--- src/cca_pkg.sv ---
// Shared constants, payload types and divider handshake structs for the
// cluster correlation average block. No dependencies.
package cca_pkg;

  localparam int SPIN_W       = 5;
  localparam int DEG_W        = 3;
  localparam int COEF_W       = 24;
  localparam int NUM_COEF     = 5;
  localparam int MAX_DEGREE   = 4;
  localparam int MAX_CLUSTERS = 1024;
  localparam int CNT_W        = $clog2(MAX_CLUSTERS + 1);
  localparam int ACC_W        = 32;
  localparam int PROD_W       = 32;
  localparam int SUM_W        = 48;
  localparam int FRAC_W       = 16;
  localparam int QUEUE_DEPTH  = 2;

  // Role of a site within its cluster and set.
  typedef enum logic [1:0] {
    KIND_SITE  = 2'd0,
    KIND_CLOSE = 2'd1,
    KIND_END   = 2'd2
  } kind_e;

  typedef logic [COEF_W-1:0] coef_t;

  typedef struct packed {
    logic [SPIN_W-1:0]          spin;
    logic [DEG_W-1:0]           degree;
    coef_t [NUM_COEF-1:0]       coef;
    kind_e                      kind;
  } site_t;

  typedef struct packed {
    logic             start;
    logic [SUM_W-1:0] dividend;
    logic [CNT_W-1:0] divisor;
  } div_req_t;

  typedef struct packed {
    logic             busy;
    logic [SUM_W-1:0] quotient;
  } div_rsp_t;

endpackage

--- src/cca_if.sv ---
// Valid/ready channel interfaces for site words in and result words out.
// Depends on cca_pkg.
interface cca_site_if;
  import cca_pkg::*;

  logic                     valid;
  logic                     ready;
  logic signed [SPIN_W-1:0] spin;
  logic [DEG_W-1:0]         degree;
  logic signed [COEF_W-1:0] coef_pow0;
  logic signed [COEF_W-1:0] coef_pow1;
  logic signed [COEF_W-1:0] coef_pow2;
  logic signed [COEF_W-1:0] coef_pow3;
  logic signed [COEF_W-1:0] coef_pow4;
  logic                     last_site;
  logic                     last_cluster;

  modport source (
    output valid, spin, degree, coef_pow0, coef_pow1, coef_pow2, coef_pow3, coef_pow4,
    output last_site, last_cluster,
    input  ready
  );
  modport sink (
    input  valid, spin, degree, coef_pow0, coef_pow1, coef_pow2, coef_pow3, coef_pow4,
    input  last_site, last_cluster,
    output ready
  );
endinterface


--- src/cca_front.sv ---
// Front end: accepts site words, clamps the degree, tags the site's role and
// queues it for the back end. Depends on cca_pkg and cca_site_if.
module cca_front (
  input  logic           clk_i,
  input  logic           rst_ni,
  cca_site_if.sink       site_i,
  output cca_pkg::site_t entry_o,
  output logic           entry_valid_o,
  input  logic           entry_pop_i
);
  import cca_pkg::*;

  localparam int PTR_W  = (QUEUE_DEPTH > 1) ? $clog2(QUEUE_DEPTH) : 1;
  localparam int FILL_W = $clog2(QUEUE_DEPTH + 1);

  site_t             slot_q [QUEUE_DEPTH];
  logic [PTR_W-1:0]  wr_ptr_q, wr_ptr_d;
  logic [PTR_W-1:0]  rd_ptr_q, rd_ptr_d;
  logic [FILL_W-1:0] fill_q, fill_d;
  site_t             incoming;
  logic              push, pop;

  always_comb begin
    incoming.spin    = site_i.spin;
    incoming.degree  = (site_i.degree > DEG_W'(MAX_DEGREE)) ? DEG_W'(MAX_DEGREE)
                                                            : site_i.degree;
    incoming.coef[0] = site_i.coef_pow0;
    incoming.coef[1] = site_i.coef_pow1;
    incoming.coef[2] = site_i.coef_pow2;
    incoming.coef[3] = site_i.coef_pow3;
    incoming.coef[4] = site_i.coef_pow4;
    // A last-cluster mark only counts on a site that also closes its cluster.
    if (!site_i.last_site) begin
      incoming.kind = KIND_SITE;
    end else if (site_i.last_cluster) begin
      incoming.kind = KIND_END;
    end else begin
      incoming.kind = KIND_CLOSE;
    end
  end

  assign site_i.ready  = (fill_q != FILL_W'(QUEUE_DEPTH));
  assign entry_valid_o = (fill_q != '0);
  assign entry_o       = slot_q[rd_ptr_q];
  assign push          = site_i.valid && site_i.ready;
  assign pop           = entry_pop_i && entry_valid_o;

  always_comb begin
    wr_ptr_d = wr_ptr_q;
    rd_ptr_d = rd_ptr_q;
    fill_d   = fill_q;
    if (push) begin
      wr_ptr_d = (wr_ptr_q == PTR_W'(QUEUE_DEPTH - 1)) ? '0 : wr_ptr_q + 1'b1;
    end
    if (pop) begin
      rd_ptr_d = (rd_ptr_q == PTR_W'(QUEUE_DEPTH - 1)) ? '0 : rd_ptr_q + 1'b1;
    end
    if (push && !pop) begin
      fill_d = fill_q + 1'b1;
    end else if (pop && !push) begin
      fill_d = fill_q - 1'b1;
    end
  end

  always_ff @(posedge clk_i or negedge rst_ni) begin
    if (!rst_ni) begin
      wr_ptr_q <= '0;
      rd_ptr_q <= '0;
      fill_q   <= '0;
    end else begin
      wr_ptr_q <= wr_ptr_d;
      rd_ptr_q <= rd_ptr_d;
      fill_q   <= fill_d;
    end
  end

  always_ff @(posedge clk_i) begin
    if (push) begin
      slot_q[wr_ptr_q] <= incoming;
    end
  end

endmodule

--- src/flat_wrapper.sv ---
// flat-port wrapper written by rule: the top's interface ports become plain ports
module cca_front_flat import cca_pkg::*;
  (clk_i, rst_ni, entry_o, entry_valid_o, entry_pop_i, site_i_valid, site_i_spin, site_i_degree, site_i_coef_pow0, site_i_coef_pow1, site_i_coef_pow2, site_i_coef_pow3, site_i_coef_pow4, site_i_last_site, site_i_last_cluster, site_i_ready);
  cca_site_if site_i_i ();
  input  logic clk_i;
  input  logic rst_ni;
  output cca_pkg::site_t entry_o;
  output logic entry_valid_o;
  input  logic entry_pop_i;
  input wire logic [$bits(site_i_i.valid)-1:0] site_i_valid;
  input wire logic [$bits(site_i_i.spin)-1:0] site_i_spin;
  input wire logic [$bits(site_i_i.degree)-1:0] site_i_degree;
  input wire logic [$bits(site_i_i.coef_pow0)-1:0] site_i_coef_pow0;
  input wire logic [$bits(site_i_i.coef_pow1)-1:0] site_i_coef_pow1;
  input wire logic [$bits(site_i_i.coef_pow2)-1:0] site_i_coef_pow2;
  input wire logic [$bits(site_i_i.coef_pow3)-1:0] site_i_coef_pow3;
  input wire logic [$bits(site_i_i.coef_pow4)-1:0] site_i_coef_pow4;
  input wire logic [$bits(site_i_i.last_site)-1:0] site_i_last_site;
  input wire logic [$bits(site_i_i.last_cluster)-1:0] site_i_last_cluster;
  output wire logic [$bits(site_i_i.ready)-1:0] site_i_ready;
  assign site_i_i.valid = site_i_valid;
  assign site_i_i.spin = site_i_spin;
  assign site_i_i.degree = site_i_degree;
  assign site_i_i.coef_pow0 = site_i_coef_pow0;
  assign site_i_i.coef_pow1 = site_i_coef_pow1;
  assign site_i_i.coef_pow2 = site_i_coef_pow2;
  assign site_i_i.coef_pow3 = site_i_coef_pow3;
  assign site_i_i.coef_pow4 = site_i_coef_pow4;
  assign site_i_i.last_site = site_i_last_site;
  assign site_i_i.last_cluster = site_i_last_cluster;
  assign site_i_ready = site_i_i.ready;
  cca_front u_core (.clk_i(clk_i), .rst_ni(rst_ni), .site_i(site_i_i), .entry_o(entry_o), .entry_valid_o(entry_valid_o), .entry_pop_i(entry_pop_i));
endmodule
--- config.mk ---
export PLATFORM = sky130hd
export DESIGN_NAME = cca_front_flat
export DESIGN_NICKNAME = d
export VERILOG_FILES = /design/src/cca_pkg.sv /design/src/cca_if.sv /design/src/cca_front.sv /design/src/flat_wrapper.sv
export SDC_FILE = /design/constraint.sdc
export NUM_CORES = 1
export LEC_CHECK = 0
export ABC_AREA = 1
export ABC_CLOCK_PERIOD_IN_PS = 8850
export BUFFER_PORTS_ARGS = -buffer_cell sky130_fd_sc_hd__buf_2
export CORE_MARGIN = 2
export CORE_UTILIZATION = 52
export DETAILED_ROUTE_END_ITERATION = 12
export GPL_TIMING_DRIVEN = 0
export HOLD_SLACK_MARGIN = 0.08
export PLACE_DENSITY = 0.87
export SKIP_LAST_GASP = 1
export SYNTH_ARGS = -nofsm -noshare
export SYNTH_HDL_FRONTEND = slang
export SYNTH_SLANG_ARGS = --single-unit
--- constraint.sdc ---
create_clock -name clk_i -period 8.85 [get_ports clk_i]
set_input_delay 1.77 -clock clk_i [delete_from_list [all_inputs] [get_ports clk_i]]
set_output_delay 1.77 -clock clk_i [all_outputs]
set_load 0.05 [all_outputs]
==> results_dict.tcl, run 1 <==
set metrics [dict create \
    status "complete, no violations" \
    endpoint "entry_o[17]" \
    post_cts_buffers 0 \
    ir_worst_vdd_uv 405 \
    critPathLaunch "u_core.rd_ptr_q" \
    nets 1153 \
    reg2reg_from "u_core.fill_q[0]" \
    crit_path_max_incr_delay_ns 0.36 \
    drtIter0Drc 327 \
    grt_antenna_before_repair 3 \
    finalSetupViolCount 0 \
    ctsHoldBuffers 0 \
    worstSetupEndpointType "output pin" \
    grt_pass1_vias 6411 \
    crit_buf_inv 5 \
    grt_max_degree 36 \
    ctsResizeCount 0 \
    vias 6268 \
    yosys-top-cells-area "edfxtp_1, nand2_1, buf_6" \
    synth_seq_cells 264 \
    finClkSkew_ns 0.0199 \
    crit_family "buffers and inverters" \
    fin_crit_ns 3.68 \
    ant_nets 0 \
    slew_headroom 0.462 \
    synth_nets 852 \
    rrSetupSlack_ns 6.62 \
    report.final.slew_viol_count 0 \
    drc 0 \
    synth_edf_count 260 \
    max_freq_mhz 272 \
    dieArea_um2 19900 \
    io_buffer_count 265 \
    io_pins 266 \
    whs_ns 0.515 \
    gp_congestion 0.763 \
    r2r_end "u_core.slot_q[1][68]" \
    track_usage 0.210 \
    via_per_inst 4.94 \
    instances_no_fill 1269 \
    synth.distinct_cells 15 \
    ctsRootBufferMaster "clkbuf_16" \
    synth_flop_cell "edfxtp_1" \
    critPathMaxFanout 10 \
    area_growth_pct 26.7 \
    yosysTopAreaCellShare 0.800 \
    htree_num_levels 1 \
    reg2reg_depth 6 \
    cts_tree "yes" \
    cts_buffers 26 \
    clkTransAtPathRegs_ns 0.06 \
    dp_hpwl_um 15000 \
    drive_above_1_share 0.327 \
    rsz0062_at_grt "no" \
    period_share 0.415 \
    hold_viol_final 0 \
    crit_path_cell_trace "buf_4, inv_4, buf_6, buf_6, nand2_1, nand2_1, buf_2" \
    synth_top_area_cell "edfxtp_1" \
    drt_wl_total_um 21400 \
    dr.pass1.iters 4 \
    wire_per_inst_um 16.9 \
    async_flop_share 0.0152 \
    required_ns 7.08 \
    leakage_nw 5.41 \
    min_path_type "reg -> reg" \
    rows 50 \
    yosys-top-cells-count "nand2_1, edfxtp_1, buf_4" \
    avgSynthCellArea_um2 13.6 \
    placed_cells 1224 \
    die_w_um 141 \
    core_um2 18600 \
    maxCapViolations 0 \
    yosysSeqAreaShare 0.810 \
    timing.setup.critical_path_class "reg -> out" \
    worstSetupStartpointType "flop" \
    start_util 0.525 \
    cp_num_cells 7 \
    place_area_um2 11600 \
    syn-cell-area_um2 9760 \
    synthCells 717 \
    grt-ovfl-total 0 \
    die_y_um 141 \
    fillers 1333 \
    arrival_ns 1.91 \
    p_per_area_nw_per_um2 421 \
    yosysMostFrequentCell "nand2_1" \
    cts.sinks 264 \
    clkLatencyLatePin_ns 0.52 \
    stdcell_area_um2 12400 \
    cts_buffer_depth 3 \
    worstMarginPinSlew_ns 0.805 \
    ys_warn_count 0 \
    crit_path_top_delay_cell "dfrtp_1" \
    grt_pass1_wl_um 32500 \
    setup_tns_ns 0 \
]
==> worst min-delay path, cell delays in order, from the launching register on <==
cell and delay [ns]:
dfrtp_1 0.37, nand2_1 0.06, nand2_1 0.05
==> routing by layer <==
metal,share of wire,vias to the layer above,GRT usage
li1,-,3014,-
met1,0.36,2951,0.233
met2,0.51,252,0.378
met3,0.095,49,0.0740
met4,0.029,2,0.0716
met5,0.00061,-,0
==> cell usage in the layout (no fill, tap or decap), drive strengths merged <==
cell      netlist  final
bufinv          0      2
nand2         401    401
xnor2           1      1
clkinv          0      7
edfxtp        260    260
buf            29    302
diode           0      2
dfrtp           4      4
nor2            5      5
nand4           1      1
clkinvlp        0      1
nand3           2      2
clkbuf          1     34
xor2            1      1
inv            11     11
ha              1      1
==> worst min-delay path by stage <==
stage / startpoint / end / slack [ns] / depth (start not counted)
global route: u_core.fill_q[0] / u_core.fill_q[0] / 0.54 / 1
floorplan: u_core.fill_q[1] / u_core.fill_q[1] / 0.46 / 2
global placement: u_core.fill_q[0] / u_core.fill_q[0] / 0.48 / 1
detailed placement: u_core.fill_q[1] / u_core.fill_q[1] / 0.50 / 2
CTS: u_core.fill_q[1] / u_core.fill_q[1] / 0.51 / 2
finish: u_core.fill_q[1] / u_core.fill_q[1] / 0.52 / 2
==> state kept, by name, indices dropped and copies added, names as in the netlist <==
| register | count |
|---|---|
| u_core.fill_q | 2 |
| u_core.rd_ptr_q | 1 |
| u_core.slot_q | 260 |
| u_core.wr_ptr_q | 1 |
==> cells by family after synthesis <==
kind of cell  Yosys count  share of synthesized area
simple gates          409                      0.158
xor+xnor                2                    0.00179
fa+ha+maj               1                    0.00128
flops                 264                      0.810
buf+inv                41                     0.0290
==> cell type report <==
cell class | count | area [um^2] | share of cell area
Inverter | 11 | 43.8 | 0.00354
Antenna cell | 2 | 5.00 | 0.000405
Clock inverter | 10 | 97.6 | 0.00789
Sequential cell | 264 | 7910 | 0.639
Buffer | 30 | 239 | 0.0193
Clock buffer | 33 | 698 | 0.0564
Multi-Input combinational cell | 412 | 1590 | 0.128
Timing Repair Buffer | 273 | 1500 | 0.121
Tap cell | 234 | 293 | 0.0237
==> stage by stage <==
step / util / worst slack [ns] / total power (W)
after CTS: 0.666 / 5.13 / 0.00526
after global placement: 0.612 / -1.81 / 0.00419
after detailed placement: 0.623 / 5.30 / 0.00421
after floorplan: - / 0.917 / 0.00361
final: 0.666 / 5.17 / 0.00521
after global routing: 0.666 / 5.06 / 0.00545
==> power breakdown <==
| group | internal [W] | leakage (nW) | total, W | switching (W) |
|---|---|---|---|---|
| Combinational | 0.000517 | 2.55 | 0.00240 | 0.00189 |
| Clock | 0.000609 | 0.386 | 0.00104 | 0.000426 |
| Sequential | 0.00171 | 2.47 | 0.00177 | 0.0000680 |
| Total | 0.00283 | 5.41 | 0.00521 | 0.00238 |
Power figures use the tool's default switching activity.
==> run 2, diff against run 1 <==
- ABC_AREA: 1 -> 0
- ABC_CLOCK_PERIOD_IN_PS: 8850 -> 3370
- CORE_UTILIZATION: 52 -> 47
- PLACE_DENSITY: 0.87 -> 0.83
- clock period: 8.85 -> 3.37 ns (I/O delays scaled with it)
==> run 2 against run 1 <==
Net effect:
- sequential power rose to 2.6 times the previous value
- critical path depth fell by 2
- cell area rose by 2.2%
- via count fell by 21%
- wire length fell by 13%
- combinational power rose by 140%
- critical endpoint unchanged
==> results_dict.tcl, run 2 <==
set metrics [dict create \
    status "complete, no violations" \
    worstSetupEndpointType "output pin" \
    slew_headroom 0.598 \
    clkTransAtPathRegs_ns 0.06 \
    async_flop_share 0.0152 \
    drt_wl_total_um 18600 \
    clkLatencyLatePin_ns 0.52 \
    dr.pass1.iters 6 \
    fin_ws_ns 0.785 \
    synth_flop_cell "edfxtp_1" \
    yosysSeqAreaShare 0.792 \
    synth_top_area_cell "edfxtp_1" \
    cts_buffer_depth 3 \
    die_y_um 150 \
    dp_hpwl_um 12700 \
    core_um2 21000 \
    yosysTopAreaCellShare 0.782 \
    io_buffer_count 265 \
    period_share 0.767 \
    timing.setup.critical_path_class "reg -> out" \
    critPathMaxFanout 10 \
    grt_antenna_before_repair 1 \
    fillers 1533 \
    largest_reg_flops 260 \
    rows 53 \
    drive_above_1_share 0.610 \
    rsz0062_at_grt "no" \
    track_usage 0.158 \
    synth_edf_count 260 \
    start_util 0.476 \
    final_util 0.603 \
    reg_top3 "u_core.slot_q x260, u_core.fill_q x2" \
    cts_tree "yes" \
    grt_max_degree 62 \
    post_cts_buffers 0 \
    area_growth_pct 26.6 \
    drc 0 \
    ctsRootBufferMaster "clkbuf_16" \
    synthCells 428 \
    io_pins 266 \
    report.final.slew_viol_count 0 \
    final_cell_mix "buf_2, edfxtp_1, mux2_4, mux2_2, clkbuf_16" \
    largest-register "u_core.slot_q" \
    finalSetupViolCount 0 \
    p_per_area_nw_per_um2 1050 \
    synth_nets 563 \
    min_path_type "in -> reg" \
    finClkSkew_ns 0.00654 \
    num_antenna_cells 0 \
    synth.distinct_cells 19 \
    vias 4940 \
    dp_slack_ns 1.06 \
    die_w_um 150 \
    final_common_cell "buf_2" \
    wire_per_inst_um 18.2 \
    leakage_nw 5.01 \
    via_per_inst 4.84 \
    fin_crit_ns 2.58 \
    htree_num_levels 1 \
    grt_pass1_vias 5183 \
    max_freq_mhz 387 \
    cts.sinks 264 \
    grt_pass1_wl_um 27000 \
    yosysMostFrequentCell "edfxtp_1" \
    ir_worst_vdd_uv 634 \
    ant_nets 0 \
    ys_warn_count 0 \
    maxCapViolations 0 \
    hold_viol_final 0 \
    arrival_ns 1.91 \
    synth_seq_cells 264 \
    nets 864 \
    required_ns 2.70 \
    worstSetupStartpointType "flop" \
    ctsResizeCount 0 \
    avgSynthCellArea_um2 23.3 \
    yosys-top-cells-area "edfxtp_1, mux2_4, mux2_2" \
    dieArea_um2 22400 \
    grt-ovfl-total 0 \
    worstMarginPinSlew_ns 0.602 \
    drtIter0Drc 171 \
    syn-cell-area_um2 9980 \
    cts_buffers 27 \
    gp_congestion 0.717 \
    yosys-top-cells-count "edfxtp_1, mux2_4, mux2_2" \
]
-- run 2: worst max-delay path: stages, from the launching register on --
cell	delay (ns)
dfrtp_1	0.34
buf_6	0.11
buf_8	0.18
buf_6	0.21
mux2_4	0.32
buf_2	0.22
-- run 2: layout make-up --
type	count	area [um^2]	share of cell area
repair buffers	272	1460	0.116
flip-flops and latches	264	7910	0.626
inverters	1	3.75	0.000297
plain buffers	16	151	0.0120
clock inverters	16	148	0.0117
clock buffers	30	687	0.0544
well taps	275	344	0.0272
multi-input cells	147	1930	0.153
-- run 2: through the flow --
step	total power [W]	cells	hold WS (ns)	setup TNS, ns	area (um^2)
floorplan	0.00939	428	0.378	0	9990
global placement	0.0105	968	0.483	-164.62	11700
detailed placement	0.0106	974	0.486	0	11800
CTS	0.0135	1021	0.313	0	12600
global route	0.0139	1021	0.314	0	12600
finish	0.0133	1021	0.337	0	12600
-- run 2: report_power, final --
| group | switching, W | internal (W) |
|---|---|---|
| registers | 0.000180 | 0.00448 |
| clock network | 0.00114 | 0.00168 |
| logic | 0.00400 | 0.00185 |
| total | 0.00532 | 0.00801 |
-- run 2: final timing paths --
path	end	start	slack, ns	cells after the start
worst max-delay path	entry_o[17]	u_core.rd_ptr_q	0.79	5
worst min-delay path	u_core.slot_q[0][38]	site_i_coef_pow1[12]	0.34	1
worst max register to register	u_core.slot_q[0][45]	u_core.fill_q[0]	1.27	5
worst min register to register	u_core.fill_q[1]	u_core.fill_q[1]	0.51	1
max in group asynchronous	u_core.rd_ptr_q	rst_ni	2.77	2
min in group asynchronous	u_core.wr_ptr_q	rst_ni	0.48	2
-- run 2: per-layer routing --
layer / global-route usage / routed length (um)
met5: 0 / 8
met4: 0.0538 / 497
met1: 0.179 / 6790
met3: 0.0485 / 1660
met2: 0.285 / 9610
-- run 2: kinds of logic (layout without fill, tap and decap cells) --
logic type	after synthesis	in the layout	synth area share
buf+inv	17	335	0.0155
fa+ha+maj	1	1	0.00125
mux	130	130	0.181
simple gates	11	11	0.00590
xor+xnor	5	5	0.00439
flops	264	264	0.792
-- run 2: what timing repair did --
action,in CTS,in global routing
hold buffers,1,0
setup endpoints to repair,0,0
endpoints found under the hold margin,4,0
