==> src/cca_pkg.sv <==
// Shared constants, payload types and divider handshake structs for the
// cluster correlation average block. No dependencies.
package cca_pkg;

  localparam int SPIN_W       = 5;
  localparam int DEG_W        = 3;
  localparam int COEF_W       = 24;
  localparam int NUM_COEF     = 5;
  localparam int MAX_DEGREE   = 4;
  localparam int MAX_CLUSTERS = 1024;
  localparam int CNT_W        = $clog2(MAX_CLUSTERS + 1);
  localparam int ACC_W        = 32;
  localparam int PROD_W       = 32;
  localparam int SUM_W        = 48;
  localparam int FRAC_W       = 16;
  localparam int QUEUE_DEPTH  = 2;

  // Role of a site within its cluster and set.
  typedef enum logic [1:0] {
    KIND_SITE  = 2'd0,
    KIND_CLOSE = 2'd1,
    KIND_END   = 2'd2
  } kind_e;

  typedef logic [COEF_W-1:0] coef_t;

  typedef struct packed {
    logic [SPIN_W-1:0]          spin;
    logic [DEG_W-1:0]           degree;
    coef_t [NUM_COEF-1:0]       coef;
    kind_e                      kind;
  } site_t;

  typedef struct packed {
    logic             start;
    logic [SUM_W-1:0] dividend;
    logic [CNT_W-1:0] divisor;
  } div_req_t;

  typedef struct packed {
    logic             busy;
    logic [SUM_W-1:0] quotient;
  } div_rsp_t;

endpackage

==> src/cca_div.sv <==
// Restoring divider, one quotient bit per cycle, for the cluster sum over
// the cluster count. Depends on cca_pkg.
module cca_div (
  input  logic              clk_i,
  input  logic              rst_ni,
  input  cca_pkg::div_req_t req_i,
  output cca_pkg::div_rsp_t rsp_o
);
  import cca_pkg::*;

  localparam int STEP_W = $clog2(SUM_W);

  logic [SUM_W-1:0]  quo_q, quo_d;
  logic [CNT_W-1:0]  rem_q, rem_d;
  logic [CNT_W-1:0]  dvs_q, dvs_d;
  logic [STEP_W-1:0] step_q, step_d;
  logic              busy_q, busy_d;
  logic [CNT_W:0]    trial, diff;

  // The dividend shifts out at the top while quotient bits enter at the bottom.
  always_comb begin
    trial  = {rem_q, quo_q[SUM_W-1]};
    diff   = trial - {1'b0, dvs_q};
    quo_d  = quo_q;
    rem_d  = rem_q;
    dvs_d  = dvs_q;
    step_d = step_q;
    busy_d = busy_q;
    if (req_i.start) begin
      quo_d  = req_i.dividend;
      rem_d  = '0;
      dvs_d  = req_i.divisor;
      step_d = STEP_W'(SUM_W - 1);
      busy_d = 1'b1;
    end else if (busy_q) begin
      if (!diff[CNT_W]) begin
        rem_d = diff[CNT_W-1:0];
        quo_d = {quo_q[SUM_W-2:0], 1'b1};
      end else begin
        rem_d = trial[CNT_W-1:0];
        quo_d = {quo_q[SUM_W-2:0], 1'b0};
      end
      step_d = step_q - 1'b1;
      if (step_q == '0) begin
        busy_d = 1'b0;
      end
    end
  end

  always_ff @(posedge clk_i or negedge rst_ni) begin
    if (!rst_ni) begin
      busy_q <= 1'b0;
      step_q <= '0;
    end else begin
      busy_q <= busy_d;
      step_q <= step_d;
    end
  end

  always_ff @(posedge clk_i) begin
    quo_q <= quo_d;
    rem_q <= rem_d;
    dvs_q <= dvs_d;
  end

  assign rsp_o.busy     = busy_q;
  assign rsp_o.quotient = quo_q;

endmodule

==> config.mk <==
export PLATFORM = sky130hd
export DESIGN_NAME = cca_div
export DESIGN_NICKNAME = d
export VERILOG_FILES = /design/src/cca_pkg.sv /design/src/cca_div.sv
export SDC_FILE = /design/constraint.sdc
export NUM_CORES = 1
export LEC_CHECK = 0
export BUFFER_PORTS_ARGS = -buffer_cell sky130_fd_sc_hd__buf_4
export CORE_MARGIN = 1.5
export CORE_UTILIZATION = 30
export DETAILED_ROUTE_END_ITERATION = 6
export GPL_ROUTABILITY_DRIVEN = 0
export PLACE_DENSITY = 0.63
export SLEW_MARGIN = 20
export SYNTH_ARGS = -nofsm -noshare
export SYNTH_HDL_FRONTEND = slang
export SYNTH_SLANG_ARGS = --single-unit
==> constraint.sdc <==
create_clock -name clk_i -period 2.1 [get_ports clk_i]
set_clock_uncertainty 0.05 [all_clocks]
set_input_delay 0.42 -clock clk_i [delete_from_list [all_inputs] [get_ports clk_i]]
set_output_delay 0.42 -clock clk_i [all_outputs]
set_load 0.03 [all_outputs]
==> flow_summary.ini, run 1 <==
[job]
drv_cap = 0

[synth]
yosys_warnings = 0
synth_top_family_by_area = multiplexers
syn_nets = 379
avgSynthCellArea_um2 = 13.0
synth_cells = 303
synth_edf_count = 59
yosysTopAreaCellShare_pct = 45.0
synth_area_um2 = 3940
synth.area.top_cells = edfxtp_1 (45%), mux2_2 (13%), dfxtp_1 (5.6%), dfrtp_1 (4.4%), ha_1 (4.1%)
synth_fa_ha_area_share_pct = 4.63
synthSimpleGateAreaFrac_pct = 8.13
yosysTopAreaCell = edfxtp_1
async_flop_share_pct = 9.09
seq_area_frac_synth_pct = 55.0
ys_seq_elements = 77
synth_ff_type = edfxtp_1
synth_compound_area_share_pct = 9.94
netlist-cell-type-count = 51
synthMuxAreaShare_pct = 15.2
synthXorXnorAreaFrac_pct = 2.44

[placed_design]
placed_area_um2 = 5260
dpl_worst_slack_ns = -0.170
hpwl_mm = 7.07
dp_cells = 613
port_buffers = 110

[clocking]
cts_buffers = 9
cts_tree = done
htree_levels = 3
numClockSinks = 77
root_buffer = clkbuf_16
max-clock-path-buffers = 2
clk_latency_ns = 0.33
path_clk_slew_ns = 0.06

[finish]
area_growth_pct = 44.7
stdcell_count = 633
postLayoutCellArea_um2 = 5700
diodes = 0
final_core_util_pct = 44.8
final_layout_size_suffix_gt1_share_pct = 53.8
multiInputGateArea_um2 = 1720
fill_cells = 1186
nNetsFinal = 533
regArea_um2 = 2170

[floorplanning]
placementRows = 41
initial_core_util_pct = 31.0
die-area_um2 = 13800
core-area_um2 = 12700
die_x_um = 118
ios = 111
dieHeight_um = 118

[hold_path]
hold_path_depth = 1
min-delay-start = req_i[5]
hold_class = in -> reg

[detailed_routing]
routed_wirelength_mm = 9.72
first_iter_violations = 135
drtAntennaViolNets = 0
firstDrtPassIters = 4
wire_per_inst_um = 15.4
num_vias = 3014
routed_via_density = 4.76
drc = 0

[timing]
min_period_ns = 2.22
final_hold_viol_count = 0
fmax_mhz = 450
slew_viol_final = 0
max_slew_margin_pct = 58.9
period_share_pct = 106
holdWs_ns = 0.209
finalSetupViolations = 10
final.setup.worst_slack_ns = -0.122
rsz0062_at_grt = yes
tightestPinTransition_ns = 0.608

[pwr]
p_leak_nw = 2.38
pwr_density_cell_nw_per_um2 = 888
pwr-share-seq_pct = 38.4
p_sw_w = 0.00152
p_int_w = 0.00354
peakVddDrop_mv = 0.468
power_switching_share_pct = 30.1
combPwrFrac_pct = 31.6
pwr-share-clk_pct = 30.0

[critical_path]
critPathLaunchType = flip-flop
crit_chain = inv_1, ha_2, nand2b_4, a211o_1, a21o_4, a311oi_4, buf_12, mux2i_2, a211oi_2
slowest_delay_ns = 0.34
worstPathRequired_ns = 2.27
slowest_stage = edfxtp_1
cp_max_fo = 6
worstSetupPathType = reg -> reg
worst-r2r-setup-slack_ns = -0.12
critPathLaunch = quo_q[47]
reg2reg_from = quo_q[47]
r2r_cells = 9
cp.arrival_ns = 2.39
end_kind = flip-flop

[global_routing]
grt_pass1_wl_mm = 15.5
track_usage_pct = 14.0
grt_pass1_vias = 3213
antenna_found_initial = 0
grt-ovfl-total = 0
grt_max_degree = 49

[outcome]
outcome = complete, but fails checks
violations = negative setup slack
[routing by layer]
layer  up-vias  wire length [um]  track usage [%]
met2       111              4630             22.6
met3        18               863             6.10
met1      1440              4040             16.6
li1       1445                 -                -
met4         0               194             5.11
met5         -                 0                0
[registers in the layout, indices dropped and copies added, names as in the netlist]
register,flops
quo_q,48
dvs_q,11
rem_q,11
step_q,6
busy_q,1
[timing repair]
item                       in CTS  in global routing
hold endpoints to repair        7                  0
gates resized for setup        14                 10
setup endpoints to repair      12                 12
hold buffers                    1                  0
gates cloned                    0                  0
buffers inserted                3                  1
pin swaps                      11                  7
[power groups by stage]
stage | Sequential (W) | Combinational, W | Clock [W]
final | 0.00195 | 0.00160 | 0.00152
after global routing | 0.00197 | 0.00172 | 0.00162
after CTS | 0.00195 | 0.00156 | 0.00157
after detailed placement | 0.00197 | 0.00149 | 0
after global placement | 0.00196 | 0.00146 | 0
after floorplan | 0.00214 | 0.000733 | 0
[final timing paths]
check,end
max,rem_q[3]
min,dvs_q[5]
max reg2reg,rem_q[3]
min reg2reg,step_q[0]
max in group asynchronous,step_q[2]
min in group asynchronous,step_q[0]
[placed cells by master (no fill, tap or decap), types with 3 or more instances in the layout]
cell type / instances
buf_6: 3
nor3_1: 5
a21oi_1: 7
a211oi_2: 3
o21ai_0: 4
nand2_1: 13
ha_4: 3
a211oi_1: 8
inv_2: 3
nor2_1: 22
edfxtp_1: 59
clkbuf_16: 9
dfrtp_1: 7
buf_4: 150
dfxtp_1: 11
inv_1: 15
xnor2_1: 8
mux2i_1: 6
mux2_2: 47
o21ai_1: 3
xor2_1: 3
nand3b_1: 4
buf_12: 4
ha_1: 9
[through the flow]
| stage | total power, W | TNS (ns) |
|---|---|---|
| floorplan | 0.00287 | -1.93 |
| global placement | 0.00342 | -0.583 |
| detailed placement | 0.00346 | -1.24 |
| CTS | 0.00507 | -0.908 |
| global route | 0.00531 | -2.19 |
| finish | 0.00507 | -0.885 |
[area by class of cell]
| type | count | area share (%) |
|---|---|---|
| clock buffer | 9 | 3.95 |
| clock inverter | 6 | 1.12 |
| inverter | 18 | 1.18 |
| multi-input combinational | 193 | 30.1 |
| sequential | 77 | 38.0 |
| tap | 172 | 3.77 |
| timing repair buffer | 158 | 21.9 |
[synthesized netlist by cell type (3+ instances only)]
master     count
nand2_1       14
inv_1         18
ha_1          13
nor3_1         7
dfrtp_1        7
edfxtp_1      59
clkbuf_1       6
o21ai_0        6
mux2_2        47
xor2_1         3
nor2_1        22
nand3b_1       4
a21oi_1        8
xnor2_1        8
nand2b_1       3
mux2i_1        7
a211oi_1      10
dfxtp_1       11
buf_6          6
a2111oi_0      4
[worst max-delay path: cells and delay by family (launching register included)]
kind	cells	cell delay (ns)
AOI/OAI and AO/OA	4	0.93
DFF	1	0.34
muxes	1	0.23
buffers and inverters	2	0.23
adders and majority gates	1	0.18
and+or+nand+nor	1	0.14
[kinds of logic after synthesis]
| logic type | count (synthesis) |
|---|---|
| AOI/OAI and AO/OA | 50 |
| xor gates and xnor gates | 11 |
| adders and majority gates | 14 |
| buffers and inverters | 33 |
| DFF | 77 |
| muxes | 54 |
| and+or+nand+nor | 64 |
No activity file was read; power rests on OpenSTA's default activity.
==> run 2: changes to the inputs <==
--- a/config.mk
+++ b/config.mk
@@ -10,7 +10,7 @@
 export CORE_UTILIZATION = 30
 export DETAILED_ROUTE_END_ITERATION = 6
 export GPL_ROUTABILITY_DRIVEN = 0
-export PLACE_DENSITY = 0.63
+export PLACE_DENSITY = 0.59
 export SLEW_MARGIN = 20
 export SYNTH_ARGS = -nofsm -noshare
 export SYNTH_HDL_FRONTEND = slang
==> run 2 against run 1 <==
  * The run still ends with negative setup slack left
  * Critical path depth is the same
  * Cell area down 1.3%
  * Register-to-register slack lost 0.03 ns
==> flow_summary.ini, run 2 (synthesis gave the netlist of run 1 again) <==
[detailed_routing]
first_iter_violations = 124
drtAntennaViolNets = 0
firstDrtPassIters = 4
routed_via_density = 4.76
routed_wirelength_mm = 9.52
num_vias = 3007
dr_wl_met2_mm = 4.36
wl_met1_mm = 4.24
wire_per_inst_um = 15.1
route.top_layer_used = met4
drc = 0
dr_wl_met3_um = 748

[outcome]
violations = negative setup slack
outcome = complete, but fails checks

[global_routing]
antenna_found_initial = 0
grt_pass1_wl_mm = 15.1
grt-ovfl-total = 0
track_usage_pct = 13.7
grt_max_degree = 49
grt_pass1_vias = 3038

[pwr]
pwr_density_cell_nw_per_um2 = 870
pwr-share-seq_pct = 39.7
p_int_w = 0.00339
combPwrFrac_pct = 31.9
p_sw_w = 0.00151
pwr-share-clk_pct = 28.5
p_leak_nw = 2.35
power_switching_share_pct = 30.8
power.total_w = 0.00490
peakVddDrop_mv = 0.482

[floorplanning]
die_x_um = 118
initial_core_util_pct = 31.0
placementRows = 41
dieHeight_um = 118
ios = 111
core-area_um2 = 12700
die-area_um2 = 13800

[critical_path]
r2r-end = rem_q[3]
worstPathRequired_ns = 2.26
reg2reg_from = dvs_q[7]
crit_chain = inv_1, ha_1, o21ai_1, o21a_1, o211ai_1, a311oi_4, buf_12, mux2i_1, a211oi_1
critPathLaunchType = flip-flop
slowest_delay_ns = 0.38
worst-r2r-setup-slack_ns = -0.15
r2r_cells = 9
cp.arrival_ns = 2.41
worstSetupPathType = reg -> reg
end_kind = flip-flop
cp_top_family = compound AO/OA/AOI/OAI gates
cp_max_fo = 6
slowest_stage = a311oi_4
critPathBufInv = 2

[finish]
largest_reg_flops = 48
top_register = quo_q
final_common_cell = buf_4
stdcell_count = 632
final_core_util_pct = 44.3
layout_common_cells = buf_4 (151), edfxtp_1 (59), mux2_2 (47)
area_growth_pct = 42.9
nNetsFinal = 531
fill_cells = 1212
diodes = 0
final_layout_size_suffix_gt1_share_pct = 52.8
top_regs = quo_q: 48 flops, dvs_q: 11 flops, rem_q: 11 flops

[timing]
period_share_pct = 107
final_hold_viol_count = 0
fmax_mhz = 445
max_slew_margin_pct = 60.3
min_period_ns = 2.25
slew_viol_final = 0
rsz0062_at_grt = yes
tightestPinTransition_ns = 0.588
holdWs_ns = 0.208
finalSetupViolations = 11
final.setup.worst_slack_ns = -0.149

[job]
drv_cap = 0

[hold_path]
holdPathEnd = dvs_q[5]
min-delay-start = req_i[5]
hold_class = in -> reg
hold_path_depth = 1

[clocking]
path_clk_slew_ns = 0.06
max-clock-path-buffers = 2
root_buffer = clkbuf_16
clk_latency_ns = 0.33
cts_buffers = 9
cts_tree = done
numClockSinks = 77
htree_levels = 3

[placed_design]
hpwl_mm = 6.75
port_buffers = 110
dp_cells = 611
-- run 2: area by class of cell --
cell class / instances / area [um^2] / share of cell area [%]
Clock inverter: 6 / 30.0 / 0.533
Tap cell: 172 / 215 / 3.82
Sequential cell: 77 / 2170 / 38.5
Clock buffer: 10 / 229 / 4.07
Timing Repair Buffer: 156 / 1210 / 21.6
Multi-Input combinational cell: 193 / 1710 / 30.3
Inverter: 18 / 67.6 / 1.20
-- run 2: how the worst max path moves through the flow --
stage,from,end,slack [ns],depth (start not counted)
finish,dvs_q[7],rem_q[3],-0.15,9
global route,dvs_q[7],rem_q[1],-0.27,9
CTS,dvs_q[6],rem_q[3],-0.15,9
detailed placement,dvs_q[3],rem_q[9],-0.17,8
global placement,dvs_q[7],rem_q[3],-0.10,9
floorplan,quo_q[47],rem_q[7],-0.23,9
-- run 2: per-layer routing --
layer	GRT usage, %	up-vias
li1	-	1447
met1	17.8	1448
met2	20.5	99
met3	4.51	13
met4	6.55	0
met5	0	-
-- run 2: through the flow --
stage               area, um^2  setup TNS, ns  worst slack (ns)
finish                    5630          -1.19            -0.149
global route              5630          -2.57            -0.265
CTS                       5560          -1.10            -0.146
detailed placement        5230          -1.32            -0.172
global placement          5230         -0.675            -0.101
floorplan                 3960          -1.93            -0.227
-- run 2: worst reg2reg max path, stage by stage (launching register included) --
cell	delay (ns)
edfxtp_1	0.36
inv_1	0.07
ha_1	0.23
o21ai_1	0.25
o21a_1	0.20
o211ai_1	0.12
a311oi_4	0.38
buf_12	0.17
mux2i_1	0.20
a211oi_1	0.10
-- run 2: timing repair --
action | in CTS | in global routing
endpoints found under the setup margin | 12 | 12
pin swaps | 13 | 9
endpoints found under the hold margin | 7 | 0
gates resized for setup | 11 | 9
hold buffers | 1 | 0
setup buffers | 1 | 3
-- run 2: power by group through the flow --
stage               clock network [W]  logic (W)  registers [W]
floorplan                           0   0.000733        0.00214
global placement                    0    0.00145        0.00196
detailed placement                  0    0.00147        0.00196
CTS                           0.00144    0.00151        0.00194
global route                  0.00150    0.00168        0.00196
finish                        0.00140    0.00156        0.00194
==> run 3: changes to the inputs <==
--- a/config.mk
+++ b/config.mk
@@ -10,7 +10,6 @@
 export CORE_UTILIZATION = 30
 export DETAILED_ROUTE_END_ITERATION = 6
 export GPL_ROUTABILITY_DRIVEN = 0
-export PLACE_DENSITY = 0.59
 export SLEW_MARGIN = 20
 export SYNTH_ARGS = -nofsm -noshare
 export SYNTH_HDL_FRONTEND = slang
==> run 3 against run 2 <==
  * The run still ends with negative setup slack left
  * Cell count rose by 0.16%
  * Clock power grew 10%
  * Sequential power about the same
  * Critical path type unchanged
  * Critical endpoint is now rem_q[8]
==> flow_summary.ini, run 3 (synthesis gave the netlist of run 1 again) <==
[clocking]
cts_tree = done
cts_buffers = 9
htree_levels = 3
max-clock-path-buffers = 2
numClockSinks = 77
root_buffer = clkbuf_16
clk_latency_ns = 0.34
path_clk_slew_ns = 0.06

[finish]
largest_reg_flops = 48
top_regs = quo_q: 48 flops, dvs_q: 11 flops, rem_q: 11 flops
fill_cells = 1228
layout_common_cells = buf_4 (151), edfxtp_1 (59), mux2_2 (47)
regArea_um2 = 2170
final_layout_size_suffix_gt1_share_pct = 54.9
area_growth_pct = 46.3
multiInputGateArea_um2 = 1800
nNetsFinal = 532
final_common_cell = buf_4
postLayoutCellArea_um2 = 5770
final_core_util_pct = 45.3
top_register = quo_q
diodes = 0

[timing]
finalSetupViolations = 12
period_share_pct = 108
min_period_ns = 2.27
max_slew_margin_pct = 59.3
final.setup.worst_slack_ns = -0.166
slew_viol_final = 0
fmax_mhz = 441
final_hold_viol_count = 0
tightestPinTransition_ns = 0.602
rsz0062_at_grt = yes

[global_routing]
track_usage_pct = 14.1
grt_pass1_vias = 3180
grt_max_degree = 49
grt-ovfl-total = 0
antenna_found_initial = 0
grt_pass1_wl_mm = 15.4

[floorplanning]
core-area_um2 = 12700
initial_core_util_pct = 31.0
placementRows = 41
ios = 111
die-area_um2 = 13800
die_x_um = 118
dieHeight_um = 118

[pwr]
pwr-share-seq_pct = 38.1
p_int_w = 0.00356
power_switching_share_pct = 30.6
p_sw_w = 0.00157
pwr-share-clk_pct = 30.1
pwr_density_cell_nw_per_um2 = 889
peakVddDrop_mv = 0.519
p_leak_nw = 2.37
combPwrFrac_pct = 31.8

[critical_path]
critPathLaunchType = flip-flop
cp_max_fo = 6
worstSetupPathType = reg -> reg
worst-r2r-setup-slack_ns = -0.17
cp.arrival_ns = 2.44
end_kind = flip-flop
worstPathRequired_ns = 2.27

[detailed_routing]
routed_wirelength_mm = 9.67
firstDrtPassIters = 4
routed_via_density = 4.75
drtAntennaViolNets = 0
num_vias = 3009
wire_per_inst_um = 15.3
first_iter_violations = 88
drc = 0

[placed_design]
dpl_worst_slack_ns = -0.216
placed_area_um2 = 5230
hpwl_mm = 6.82
port_buffers = 110

[outcome]
outcome = complete, but fails checks
violations = negative setup slack

[hold_path]
hold_class = in -> reg

[job]
drv_cap = 0
[run 3: cell count changes in the layout (fill, tap and decap cells not counted), moves of 2 or more]
cell | previous run | this run
a2111oi_4 | 0 | 2
a2111oi_1 | 0 | 2
a2111oi_2 | 2 | 0
ha_4 | 2 | 7
ha_1 | 10 | 5
a2111oi_0 | 2 | 0
[run 3: cell type report]
cell class	instances	share of cell area, %
Multi-Input combinational cell	193	31.2
Timing Repair Buffer	157	21.3
Tap cell	172	3.73
Sequential cell	77	37.6
Clock buffer	9	3.90
Inverter	18	1.17
Clock inverter	7	1.13
[run 3: per-layer routing]
layer / wire [um] / track usage (%)
met1: 4130 / 16.5
met2: 4530 / 22.5
met3: 802 / 5.28
met4: 208 / 7.16
met5: 0 / 0
[run 3: timing repair]
item	4_1_cts	5_1_grt
setup buffers	5	3
hold buffers	1	0
resized for setup	19	17
pin swaps	3	12
hold endpoints to repair	7	0
gates cloned	1	0
endpoints found under the setup margin	12	12
[run 3: power groups by stage]
stage	Clock [W]	Sequential (W)	Combinational, W
2_1_floorplan	0	0.00214	0.000733
3_3_place_gp	0	0.00196	0.00146
3_5_place_dp	0	0.00196	0.00148
4_1_cts	0.00159	0.00195	0.00161
5_1_grt	0.00164	0.00198	0.00176
6_report	0.00154	0.00196	0.00163
[run 3: path summary, 6_finish.rpt]
path / start / to / cells after the start
max: dvs_q[6] / rem_q[8] / 9
min: req_i[2] / dvs_q[2] / 1
max reg2reg: dvs_q[6] / rem_q[8] / 9
min reg2reg: rem_q[4] / rem_q[4] / 2
max in group asynchronous: rst_ni / step_q[4] / 2
min in group asynchronous: rst_ni / step_q[0] / 2
[run 3: per-stage QoR]
stage | TNS, ns | std cells | total power (W) | hold WS [ns]
6_report | -1.24 | 633 | 0.00513 | 0.203
5_1_grt | -2.73 | 633 | 0.00538 | 0.186
4_1_cts | -1.38 | 632 | 0.00514 | 0.188
3_5_place_dp | -1.50 | 609 | 0.00345 | 0.191
3_3_place_gp | -0.882 | 609 | 0.00342 | 0.188
2_1_floorplan | -1.93 | 303 | 0.00287 | 0.0744
[run 3: critical path, stage by stage, from the launching register on]
cell      delay (ns)
edfxtp_1        0.37
inv_2           0.08
ha_4            0.21
a211oi_4        0.28
o21a_1          0.17
o211ai_1        0.13
a311oi_4        0.34
buf_6           0.20
mux2i_2         0.22
a211oi_2        0.08
